**config.mk**
```make
export PLATFORM = sky130hd
export DESIGN_NAME = branch_bit_packet_queue_core
export DESIGN_NICKNAME = d
export VERILOG_FILES = /design/src/rtl/core/bbpq_pkg.sv /design/src/rtl/core/bbpq_stop_enc.sv /design/src/rtl/core/bbpq_queue.sv /design/src/rtl/core/branch_bit_packet_queue_core.sv
export VERILOG_INCLUDE_DIRS = /design/src /design/src/rtl/core
export SDC_FILE = /design/constraint.sdc
export NUM_CORES = 1
export LEC_CHECK = 0
export BUFFER_PORTS_ARGS = -buffer_cell sky130_fd_sc_hd__buf_4
export CAP_MARGIN = 30
export CORE_UTILIZATION = 33
export CTS_CLUSTER_SIZE = 25
export DETAILED_ROUTE_END_ITERATION = 8
export GPL_ROUTABILITY_DRIVEN = 0
export PLACE_DENSITY_LB_ADDON = 0.08
export SETUP_SLACK_MARGIN = 0.5
export SYNTH_ARGS = -nofsm -noshare
export SYNTH_HDL_FRONTEND = slang
export SYNTH_HIERARCHICAL = 1
export SYNTH_SLANG_ARGS = --single-unit
```
**constraint.sdc**
```tcl
create_clock -name i_clk -period 7 [get_ports i_clk]
set_clock_uncertainty 0.05 [all_clocks]
set_input_delay 1.05 -clock i_clk [delete_from_list [all_inputs] [get_ports i_clk]]
set_output_delay 1.05 -clock i_clk [all_outputs]
set_load 0.02 [all_outputs]
```
**src/rtl/core/assert_macros.svh**
```systemverilog
// Assertion macros used by the branch-bit queue RTL.
`ifndef ASSERT_MACROS_SVH
`define ASSERT_MACROS_SVH
`ifndef SYNTHESIS
// Property that must hold at every rising clock edge outside reset.
`define ASSERT_ALWAYS(label, clk, rst_n, expr) \
    label: assert property (@(posedge clk) disable iff (!rst_n) (expr)) \
        else $error("assertion failed");
// Same-cycle implication.
`define ASSERT_IMPLIES(label, clk, rst_n, ante, cons) \
    label: assert property (@(posedge clk) disable iff (!rst_n) (ante) |-> (cons)) \
        else $error("assertion failed");
// Next-cycle implication.
`define ASSERT_NEXT(label, clk, rst_n, ante, cons) \
    label: assert property (@(posedge clk) disable iff (!rst_n) (ante) |=> (cons)) \
        else $error("assertion failed");
`else
`define ASSERT_ALWAYS(label, clk, rst_n, expr)
`define ASSERT_IMPLIES(label, clk, rst_n, ante, cons)
`define ASSERT_NEXT(label, clk, rst_n, ante, cons)
`endif
`endif

```
**src/rtl/core/bbpq_pkg.sv**
```systemverilog
// Package: types and constants of the branch-bit packet queue.
`timescale 1ns / 1ps
package bbpq_pkg;

    localparam int QUEUE_DEPTH = 16;
    localparam int SLOT_W      = (QUEUE_DEPTH > 1) ? $clog2(QUEUE_DEPTH) : 1;
    localparam int COUNT_W     = $clog2(QUEUE_DEPTH + 1);
    localparam int WORD_W      = 64;
    localparam int POS_W       = 6;
    localparam int TOTAL_W     = 10;

    localparam logic [POS_W-1:0]   SHORT_OFFSET = 6'd1;
    localparam logic [POS_W-1:0]   LONG_OFFSET  = 6'd16;
    localparam logic [TOTAL_W:0]   TOTAL_LIMIT  = 11'd1023;

    localparam logic KIND_APPEND = 1'b0;
    localparam logic KIND_TAKE   = 1'b1;

    typedef enum logic [2:0] {
        OUT_NOT_TAKEN = 3'd0,
        OUT_TAKEN     = 3'd1,
        OUT_EMPTY     = 3'd2,
        OUT_APPENDED  = 3'd3,
        OUT_IGNORED   = 3'd4,
        OUT_DROPPED   = 3'd5
    } t_outcome;

    typedef struct packed {
        logic              kind;
        logic              is_long;
        logic [WORD_W-1:0] packet;
    } t_item;

    typedef struct packed {
        t_outcome           outcome;
        logic [TOTAL_W-1:0] pending_bits;
    } t_result;

endpackage

```
**src/rtl/core/bbpq_stop_enc.sv**
```systemverilog
// Priority encoder: position of the highest set bit of a packet word.
`timescale 1ns / 1ps
module bbpq_stop_enc (
    input  logic [bbpq_pkg::WORD_W-1:0] i_word,
    output logic                        o_found,
    output logic [bbpq_pkg::POS_W-1:0]  o_pos
);

    always_comb begin
        o_found = 1'b0;
        o_pos   = '0;
        for (int i = 0; i < bbpq_pkg::WORD_W; i++) begin
            if (i_word[i]) begin
                o_found = 1'b1;
                o_pos   = bbpq_pkg::POS_W'(i);
            end
        end
    end

endmodule

```
**src/rtl/core/bbpq_queue.sv**
```systemverilog
// Packet queue state and the per-item append/take step.
`timescale 1ns / 1ps
`include "assert_macros.svh"
module bbpq_queue (
    input  logic              i_clk,
    input  logic              i_rst_n,
    input  logic              i_step,
    input  bbpq_pkg::t_item   i_item,
    output bbpq_pkg::t_result o_result
);

    logic [bbpq_pkg::WORD_W-1:0]  r_word [bbpq_pkg::QUEUE_DEPTH];
    logic [bbpq_pkg::POS_W-1:0]   r_len  [bbpq_pkg::QUEUE_DEPTH];
    logic                         r_long [bbpq_pkg::QUEUE_DEPTH];

    logic [bbpq_pkg::SLOT_W-1:0]  r_head, n_head;
    logic [bbpq_pkg::SLOT_W-1:0]  r_tail, n_tail;
    logic [bbpq_pkg::COUNT_W-1:0] r_count, n_count;
    logic [bbpq_pkg::POS_W-1:0]   r_consumed, n_consumed;
    logic [bbpq_pkg::TOTAL_W-1:0] r_total, n_total;

    logic                         stop_found;
    logic [bbpq_pkg::POS_W-1:0]   stop_pos;
    logic [bbpq_pkg::POS_W-1:0]   app_offset;
    logic [bbpq_pkg::POS_W-1:0]   app_len;
    logic [bbpq_pkg::TOTAL_W:0]   app_sum;
    logic                         wr_en;
    logic [bbpq_pkg::POS_W-1:0]   head_len;
    logic [bbpq_pkg::POS_W-1:0]   head_offset;
    logic [bbpq_pkg::POS_W-1:0]   head_pos;
    logic                         head_bit;
    bbpq_pkg::t_outcome           outcome;

    bbpq_stop_enc u_stop_enc (
        .i_word  (i_item.packet),
        .o_found (stop_found),
        .o_pos   (stop_pos)
    );

    assign app_offset = i_item.is_long ? bbpq_pkg::LONG_OFFSET : bbpq_pkg::SHORT_OFFSET;
    assign app_len    = stop_pos - app_offset;
    assign app_sum    = {1'b0, r_total} + (bbpq_pkg::TOTAL_W + 1)'(app_len);

    // Head entry: next bit sits just below the stop bit, walking down.
    assign head_len    = r_len[r_head];
    assign head_offset = r_long[r_head] ? bbpq_pkg::LONG_OFFSET : bbpq_pkg::SHORT_OFFSET;
    assign head_pos    = head_len + head_offset - bbpq_pkg::POS_W'(1) - r_consumed;
    assign head_bit    = r_word[r_head][head_pos];

    always_comb begin
        n_head     = r_head;
        n_tail     = r_tail;
        n_count    = r_count;
        n_consumed = r_consumed;
        n_total    = r_total;
        wr_en      = 1'b0;
        outcome    = bbpq_pkg::OUT_EMPTY;
        if (i_item.kind == bbpq_pkg::KIND_APPEND) begin
            if (!stop_found || stop_pos <= app_offset) begin
                outcome = bbpq_pkg::OUT_IGNORED;
            end else if (r_count >= bbpq_pkg::COUNT_W'(bbpq_pkg::QUEUE_DEPTH)
                         || app_sum > bbpq_pkg::TOTAL_LIMIT) begin
                outcome = bbpq_pkg::OUT_DROPPED;
            end else begin
                outcome = bbpq_pkg::OUT_APPENDED;
                wr_en   = 1'b1;
                n_tail  = (r_tail == bbpq_pkg::SLOT_W'(bbpq_pkg::QUEUE_DEPTH - 1))
                          ? '0 : r_tail + bbpq_pkg::SLOT_W'(1);
                n_count = r_count + bbpq_pkg::COUNT_W'(1);
                n_total = app_sum[bbpq_pkg::TOTAL_W-1:0];
            end
        end else if (r_count != '0) begin
            outcome    = head_bit ? bbpq_pkg::OUT_TAKEN : bbpq_pkg::OUT_NOT_TAKEN;
            n_total    = (r_total != '0) ? r_total - bbpq_pkg::TOTAL_W'(1) : r_total;
            n_consumed = r_consumed + bbpq_pkg::POS_W'(1);
            if (n_consumed >= head_len) begin
                n_consumed = '0;
                n_head     = (r_head == bbpq_pkg::SLOT_W'(bbpq_pkg::QUEUE_DEPTH - 1))
                             ? '0 : r_head + bbpq_pkg::SLOT_W'(1);
                n_count    = r_count - bbpq_pkg::COUNT_W'(1);
            end
        end
    end

    assign o_result.outcome      = outcome;
    assign o_result.pending_bits = n_total;

    always_ff @(posedge i_clk) begin
        if (!i_rst_n) begin
            r_head     <= '0;
            r_tail     <= '0;
            r_count    <= '0;
            r_consumed <= '0;
            r_total    <= '0;
        end else if (i_step) begin
            r_head     <= n_head;
            r_tail     <= n_tail;
            r_count    <= n_count;
            r_consumed <= n_consumed;
            r_total    <= n_total;
        end
    end

    // Entry storage: no reset, written only at the tail.
    always_ff @(posedge i_clk) begin
        if (i_step && wr_en) begin
            r_word[r_tail] <= i_item.packet;
            r_len[r_tail]  <= app_len;
            r_long[r_tail] <= i_item.is_long;
        end
    end

    `ASSERT_ALWAYS(a_count_bound, i_clk, i_rst_n, r_count <= bbpq_pkg::COUNT_W'(bbpq_pkg::QUEUE_DEPTH))
    `ASSERT_IMPLIES(a_empty_idle, i_clk, i_rst_n, r_count == '0, r_total == '0 && r_consumed == '0)
    `ASSERT_IMPLIES(a_head_live, i_clk, i_rst_n, r_count != '0, r_consumed < head_len)
    `ASSERT_NEXT(a_empty_take, i_clk, i_rst_n, i_step && i_item.kind == bbpq_pkg::KIND_TAKE && r_count == '0, r_count == '0 && $stable(r_head))

endmodule

```
**src/rtl/core/branch_bit_packet_queue_core.sv**
```systemverilog
// Top level: branch-bit packet queue with input and result registers.
// Path: an item is held in the input reg, then the queue step fills the result reg.
// Throughput: one item per cycle while the result side does not stall; the queue
//   step is a single pass through the stop-bit priority encoder and the
//   head-entry bit select.
// Reset (i_rst_n low, synchronous): queue empty, pointers and bit total zero,
//   both pipeline registers empty. Entry storage is not cleared.
`timescale 1ns / 1ps
module branch_bit_packet_queue_core (
    input  logic                                i_clk,
    input  logic                                i_rst_n,
    input  logic                                i_in_valid,
    output logic                                o_in_ready,
    input  logic                                i_kind,
    input  logic                                i_is_long,
    input  logic [bbpq_pkg::WORD_W-1:0]         i_packet,
    output logic                                o_out_valid,
    input  logic                                i_out_ready,
    output logic [2:0]                          o_outcome,
    output logic [bbpq_pkg::TOTAL_W-1:0]        o_pending_bits
);

    // Input stage holds one accepted item until the queue step runs.
    logic              r_in_valid;
    bbpq_pkg::t_item   r_in_item;
    // Result stage holds one result until the downstream transfer.
    logic              r_out_valid;
    bbpq_pkg::t_result r_out_result;

    logic              advance;   // result register can take a new value
    logic              step;      // queue processes the held item this cycle
    logic              in_xfer;
    bbpq_pkg::t_result step_result;

    assign advance    = !r_out_valid || i_out_ready;
    assign step       = r_in_valid && advance;
    assign o_in_ready = !r_in_valid || advance;
    assign in_xfer    = i_in_valid && o_in_ready;

    bbpq_queue u_queue (
        .i_clk    (i_clk),
        .i_rst_n  (i_rst_n),
        .i_step   (step),
        .i_item   (r_in_item),
        .o_result (step_result)
    );

    always_ff @(posedge i_clk) begin
        if (!i_rst_n) begin
            r_in_valid  <= 1'b0;
            r_out_valid <= 1'b0;
        end else begin
            if (in_xfer) begin
                r_in_valid <= 1'b1;
            end else if (step) begin
                r_in_valid <= 1'b0;
            end
            if (advance) begin
                r_out_valid <= r_in_valid;
            end
        end
    end

    // Payload registers: no reset needed.
    always_ff @(posedge i_clk) begin
        if (in_xfer) begin
            r_in_item.kind    <= i_kind;
            r_in_item.is_long <= i_is_long;
            r_in_item.packet  <= i_packet;
        end
        if (step) begin
            r_out_result <= step_result;
        end
    end

    assign o_out_valid    = r_out_valid;
    assign o_outcome      = r_out_result.outcome;
    assign o_pending_bits = r_out_result.pending_bits;

endmodule

```
After elaboration in Yosys (flattened, before gate mapping)
Memories as Yosys holds them, arrays and structs flattened. A register that Yosys moved wholly into a read port is not among the register bits.
Cells that the tools add are included.
{"block": "word_totals", "regBits": 110, "out_inout_bits": 15, "word_cells": 219, "in_bits": 70, "ram_bits": 1136, "memories": 3}
{"block": "op_classes", "n_bitwise": 3, "muxes": 162, "add_sub_neg": 11, "eq_ne": 6, "reduce_logical": 17, "n_lt_le_gt_ge": 5}
{"name": "u_queue.r_word", "depth": 16, "width": 64, "rd": 1, "rd_ports_with_merged_regs": 1, "write_ports": 1, "line_no": "bbpq_queue.sv:12", "rtl": "logic [bbpq_pkg::WORD_W-1:0] r_word [bbpq_pkg::QUEUE_DEPTH];"}
{"name": "u_queue.r_len", "depth": 16, "width": 6, "rd": 1, "rd_ports_with_merged_regs": 1, "write_ports": 1, "line_no": "bbpq_queue.sv:13", "rtl": "logic [bbpq_pkg::POS_W-1:0] r_len [bbpq_pkg::QUEUE_DEPTH];"}
{"name": "u_queue.r_long", "depth": 16, "width": 1, "rd": 1, "rd_ports_with_merged_regs": 1, "write_ports": 1, "line_no": "bbpq_queue.sv:14", "rtl": "logic r_long [bbpq_pkg::QUEUE_DEPTH];"}
{"operator": "6-bit two-way mux", "count": 63}
{"operator": "1-bit two-way mux", "count": 74}
{"operator": "10-bit two-way mux", "count": 5}
{"operator": "5-bit two-way mux", "count": 7}
{"operator": "4-bit two-way mux", "count": 8}
{"operator": "3-bit two-way mux", "count": 4}
{"operator": "6-bit subtractor", "count": 2}
{"operator": "10-bit by 6-bit adder with 11-bit output", "count": 1}
{"operator": "11-bit by 10-bit > comparator with 1-bit output, second input constant", "count": 1}
{"operator": "10-bit nonzero test", "count": 1}
{"operator": "10-bit by 1-bit subtractor with 10-bit output, second input constant", "count": 1}
{"operator": "4-bit by 1-bit adder with 4-bit output, second input constant", "count": 2}
{"operator": "4-bit == test, second input constant", "count": 2}
{"operator": "4-bit AND reduction", "count": 2}
{"operator": "6-bit by 7-bit < comparator with 1-bit output, second input constant", "count": 1}
{"operator": "6-bit by 1-bit adder with 6-bit output, second input constant", "count": 1}
{"operator": "6-bit adder", "count": 1}
{"operator": "1-bit binary-select mux with 6-bit select", "count": 1}
{"operator": "6-bit >= comparator", "count": 1}
{"operator": "6-bit less-or-equal comparator", "count": 1}
{"operator": "6-bit by 1-bit subtractor with 6-bit output, second input constant", "count": 1}
{"operator": "5-bit by 1-bit adder with 5-bit output, second input constant", "count": 1}
{"operator": "5-bit >= comparator, second input constant", "count": 1}
{"operator": "5-bit AND reduction", "count": 1}
{"operator": "other kinds (10)", "count": 21}

Longest topological paths before layout
{"block": "logic_depth", "ltp_word": 73, "mapped_depth": 24, "ltp_nobuf": 21}

Cells and area by module
Netlist, hierarchy kept.
{"module": "bbpq_queue", "n_inst": 1, "cells_each": 2128, "seq_area_each_um2": 34773.4, "area_each_um2": 45975.3}
{"module": "branch_bit_packet_queue_core", "n_inst": 1, "cells_each": 88, "seq_area_each_um2": 2412.3, "area_each_um2": 2476.1}
{"module": "bbpq_stop_enc", "n_inst": 1, "cells_each": 143, "seq_area_each_um2": 0.0, "area_each_um2": 827.0}

Least setup slack after synthesis
No wires, ideal clock.
{"block": "synth_timing", "kind": "register -> register", "from": "register r_in_item[6] (netlist name)", "to": "memory u_queue/r_len[10][0] (netlist name) (enable)", "setup_ns": 0.437, "arrival_ns": 6.121, "t_required_ns": 6.513, "stages_incl_launch_ff": 22, "slack_ns": 0.392, "path_cell_list": "edfxtp_1 -> inv_1 -> a2111oi_0 -> o31a_1 -> o21bai_1 -> a211oi_1 -> o21bai_1 -> inv_1 -> ha_1 -> ha_1 -> xor2_1 -> ha_1 -> nor2b_1 -> o21ai_1 -> a21boi_0 -> o21ai_1 -> a21oi_1 -> nor3_1 -> clkbuf_1 -> nand2_1 -> nor3b_1 -> and2_1"}
{"block": "synth_between", "elab_chain_cells": 68}
{"item": "start: declaration", "line_no": "branch_bit_packet_queue_core.sv:25", "rtl": "bbpq_pkg::t_item r_in_item;"}
{"item": "6-bit two-way mux (58 in series)", "line_no": "bbpq_stop_enc.sv:13", "rtl": "if (i_word[i]) begin"}
{"item": "named net u_queue.stop_pos, one bit", "line_no": "bbpq_queue.sv:23", "rtl": "logic [bbpq_pkg::POS_W-1:0] stop_pos;"}
{"item": "6-bit subtractor", "line_no": "bbpq_queue.sv:41", "rtl": "assign app_len = stop_pos - app_offset;"}
{"item": "named net u_queue.app_len, one bit", "line_no": "bbpq_queue.sv:25", "rtl": "logic [bbpq_pkg::POS_W-1:0] app_len;"}
{"item": "10-bit by 6-bit adder with 11-bit output", "line_no": "bbpq_queue.sv:42", "rtl": "assign app_sum = {1'b0, r_total} + (bbpq_pkg::TOTAL_W + 1)'(app_len);"}
{"item": "11-bit by 10-bit > comparator with 1-bit output", "line_no": "bbpq_queue.sv:62", "rtl": "|| app_sum > bbpq_pkg::TOTAL_LIMIT) begin"}
{"item": "1-bit logical OR", "line_no": "bbpq_queue.sv:62"}
{"item": "1-bit two-way mux", "line_no": "bbpq_queue.sv:61", "rtl": "end else if (r_count >= bbpq_pkg::COUNT_W'(bbpq_pkg::QUEUE_DEPTH)"}
{"item": "1-bit two-way mux", "line_no": "bbpq_queue.sv:59", "rtl": "if (!stop_found || stop_pos <= app_offset) begin"}
{"item": "1-bit two-way mux", "line_no": "bbpq_queue.sv:58", "rtl": "if (i_item.kind == bbpq_pkg::KIND_APPEND) begin"}
{"item": "1-bit logical AND", "line_no": "bbpq_queue.sv:106", "rtl": "if (i_step && wr_en) begin"}
{"item": "1-bit two-way mux", "line_no": "bbpq_queue.sv:106"}
{"item": "1-bit two-way mux (not written as such)", "line_no": "bbpq_queue.sv:108", "rtl": "r_len[r_tail] <= app_len;"}
{"item": "end: declaration", "line_no": "bbpq_queue.sv:13"}
The timed path passes the listed nets, and every way through them passes these cells.

==> impl_metrics.env <==
export IMPL_timing_critical_path_required_ns=7.56
export IMPL_async_flop_share_pct=0
export IMPL_syn_num_nets=2467
export IMPL_ys_warn_count=6
export IMPL_route_final_wire_length_um=150300
export IMPL_synth_top_cell_by_area="sky130_fd_sc_hd__edfxtp_1"
export IMPL_synth_most_common_cell="sky130_fd_sc_hd__edfxtp_1"
export IMPL_synth_sequential_area_ratio_pct=75.46
export IMPL_floorplan_row_count=141
export IMPL_post_synth_instance_area_mm2=0.04928
export IMPL_first_pass_iters=5
export IMPL_crit_type="reg2reg"
export IMPL_power_density_over_the_cells_mw_per_mm2=279.2
export IMPL_post_synth_cell_area_avg_um2=20.89
export IMPL_regToRegEndpoint="o_outcome[0]$_DFFE_PP_"
export IMPL_cap_violations=0
export IMPL_cp_start_kind="register"
export IMPL_route_detailed_vias_per_inst=5.349
export IMPL_status="finished, final reports clean"
export IMPL_final_max_slew_viol_count=0
export IMPL_tightestPinTransition_ns=0.9682
export IMPL_areaGrowthSynthToFinish_pct=18.41
export IMPL_die_x_um=388.4
export IMPL_h_tree_depth=4
export IMPL_netlist_area_leader_share_pct=74.04
export IMPL_layout_cells_sized_above_1_pct=29.08
export IMPL_ys_flop_type="sky130_fd_sc_hd__edfxtp_1"
export IMPL_final_period_minus_worst_setup_slack_ns=6.374
export IMPL_multi_input_area_mm2=0.01144
export IMPL_synth_seq_cells=1250
export IMPL_cts_buffer_depth=3
export IMPL_endpoint="o_outcome[0]$_DFFE_PP_"
export IMPL_layout_worst_path_cycle_share_pct=91.06
export IMPL_postCtsHoldBufs=0
export IMPL_die_height_um=388.4
export IMPL_drtAntennaViolNets=0
export IMPL_grt_first_pass_wirelength_um=209600
export IMPL_design_final_nets=2765
export IMPL_worstSetupEndpointType="register"
export IMPL_io_pins=85
export IMPL_drt_iter0_markers=2268
export IMPL_synth_top_cells_by_area="sky130_fd_sc_hd__edfxtp_1 (74%), sky130_fd_sc_hd__mux4_2 (14%), sky130_fd_sc_hd__dfxtp_1 (1.4%)"
export IMPL_cts_made_buffers=144
export IMPL_n_fill_cell=13120
export IMPL_routed_via_count=25140
export IMPL_setup_reg_to_reg_worst_slack_ns=0.63
export IMPL_track_usage_pct=19.95
export IMPL_timing_final_setup_violations=0
export IMPL_clock_transition_at_the_registers_of_the_reported_paths_ns=0.06
export IMPL_synth_cells=2359
export IMPL_cts_sinks=1250
export IMPL_core_mm2=0.1480
export IMPL_synth_cell_count_leaders="sky130_fd_sc_hd__edfxtp_1 (1215), sky130_fd_sc_hd__mux4_2 (301), sky130_fd_sc_hd__mux2i_1 (62), sky130_fd_sc_hd__nor2_1 (62), sky130_fd_sc_hd__nand2_1 (59)"
export IMPL_dpl_hpwl_um=93710
export IMPL_timing_hold_violations_final=0
export IMPL_maxClockFrequency_ghz=0.1569
export IMPL_critical_path_max_fanout=16
export IMPL_worst_skew_pair_late_latency_ns=0.77
export IMPL_average_routed_wire_per_standard_cell_um=31.98
export IMPL_r2r_worst_path_cells=17
export IMPL_worst_slack_ns=0.6256
export IMPL_timing_slew_headroom_pct=35.45
export IMPL_post_synth_num_cell_types=82
export IMPL_floorplan_initialDensity_pct=33.29
export IMPL_p_leak_nw=18.21
export IMPL_power_ir_vdd_worst_mv=0.1805
export IMPL_grt_pass1_vias=26080
export IMPL_cts_root_buf="sky130_fd_sc_hd__clkbuf_16"
export IMPL_hold_path_class="in2reg"
export IMPL_tritoncts="built"
export IMPL_hold_path_cell_count=1
export IMPL_detail_route_drc_violations=0
export IMPL_overall_die_area_mm2=0.1509
export IMPL_hold_worst_slack_ns=0.4037
export IMPL_global_route_overflow_total=0
export IMPL_dp_slack_ns=0.03050
export IMPL_synth_edf_count=1215
export IMPL_arrival_ns=6.93
export IMPL_initial_antenna_violation_count=5
export IMPL_rsz_0062_raised_after_global_routing="false"
export IMPL_portBuffers=84
export IMPL_regArea_mm2=0.03720
export IMPL_grt_start_max_net_pins=100
-- logic make-up (layout without fill, tap and decap cells) --
logic type / Yosys count / in the layout / synth area share, %
compound gates: 253 / 253 / 3.583
other cells: 0 / 2 / 0
xor+xnor: 27 / 27 / 0.4799
simple gates: 269 / 269 / 2.889
fa+ha+maj: 38 / 38 / 1.041
flops: 1250 / 1250 / 75.46
mux: 365 / 365 / 15.06
buf+inv: 157 / 566 / 1.485
-- power by group --
| part | internal, W | total [W] | switching (W) |
|---|---|---|---|
| logic | 0.000165 | 0.000523 | 0.000358 |
| clock network | 0.00436 | 0.00740 | 0.00305 |
| registers | 0.00827 | 0.00837 | 0.0000959 |
-- repair_timing --
| item | CTS | global route |
|---|---|---|
| gates resized for setup | 2 | 1 |
| buffers inserted | 2 | 25 |
| gates cloned | 0 | 0 |
| endpoints found under the setup margin | 30 | 713 |
| endpoints found under the hold margin | 0 | 0 |
| pin swaps | 0 | 3 |
-- stage by stage --
step	utilization, %	TNS, ns	instances	power, W	cell area (um2)
after floorplan	-	0	2359	0.008703	49290
after global placement	36.10	-0.03571	4410	0.009035	53440
after detailed placement	36.13	0	4414	0.009046	53470
after CTS	39.26	0	4673	0.01648	58120
after global routing	39.42	0	4698	0.01677	58350
final	39.42	0	4700	0.01629	58350
-- sequential cells by signal, indices dropped and copies added, names as in the netlist, 3 cells and up, named ones only --
name	cells
u_queue/r_word	1024
u_queue/r_len	96
r_in_item	66
u_queue/r_long	16
o_pending_bits	10
u_queue/r_total	10
u_queue/r_consumed	6
u_queue/r_count	5
u_queue/r_head	4
u_queue/r_tail	4
o_outcome	3
-- worst min-delay path by stage --
stage / start / to / slack [ns]
floorplan: u_queue/r_count[4]$_SDFFE_PN0P_ / u_queue/r_count[4]$_SDFFE_PN0P_ / 0.42
finish: i_kind / r_in_item[65]$_DFFE_PP_ / 0.40
detailed placement: u_queue/r_consumed[1]$_SDFFE_PN0P_ / u_queue/r_consumed[1]$_SDFFE_PN0P_ / 0.45
global placement: u_queue/r_count[1]$_SDFFE_PN0P_ / u_queue/r_count[1]$_SDFFE_PN0P_ / 0.44
CTS: i_kind / r_in_item[65]$_DFFE_PP_ / 0.33
global route: i_kind / r_in_item[65]$_DFFE_PP_ / 0.35
-- area by class of cell --
class / instances / share of cell area (%)
tap: 1930 / 4.138
sequential: 1250 / 63.75
timing repair buffer: 254 / 4.241
multi-input combinational: 952 / 19.60
antenna: 2 / 0.008577
clock buffer: 185 / 6.709
clock inverter: 72 / 1.192
inverter: 55 / 0.3559
-- per-layer routing --
metal	global-route usage (%)	share of wire, %	wire length (um)
met4	4.729	1.8	2678
met3	3.262	5.1	7623
met2	32.30	48	72570
met1	28.11	45	67420
met5	0	0	0
-- critical path: stages, from the launching register on --
cell,delay (ns)
sky130_fd_sc_hd__dfxtp_4,0.60
sky130_fd_sc_hd__mux4_2,0.58
sky130_fd_sc_hd__mux4_2,0.54
sky130_fd_sc_hd__fa_1,0.41
sky130_fd_sc_hd__inv_1,0.06
sky130_fd_sc_hd__ha_1,0.16
sky130_fd_sc_hd__inv_1,0.06
sky130_fd_sc_hd__fa_1,0.56
sky130_fd_sc_hd__clkinv_1,0.47
sky130_fd_sc_hd__buf_4,0.36
sky130_fd_sc_hd__nand2_2,0.37
sky130_fd_sc_hd__nor2_1,0.20
sky130_fd_sc_hd__a31oi_1,0.56
sky130_fd_sc_hd__a21o_1,0.21
sky130_fd_sc_hd__o41ai_1,0.06
sky130_fd_sc_hd__nand4b_1,0.19
sky130_fd_sc_hd__a21oi_1,0.46
sky130_fd_sc_hd__or4_1,0.29
-- placed cells by master (no fill, tap or decap), types with 34 or more instances in the layout --
cell                           n
sky130_fd_sc_hd__a21oi_1      43
sky130_fd_sc_hd__buf_12       45
sky130_fd_sc_hd__buf_4       206
sky130_fd_sc_hd__clkbuf_16   150
sky130_fd_sc_hd__clkinv_1     34
sky130_fd_sc_hd__edfxtp_1   1215
sky130_fd_sc_hd__inv_1        52
sky130_fd_sc_hd__mux2i_1      62
sky130_fd_sc_hd__mux4_2      301
sky130_fd_sc_hd__nand2_1      58
sky130_fd_sc_hd__nor2_1       62
sky130_fd_sc_hd__o21ai_0      43
Note: power is estimated with default switching activity, not from simulation.
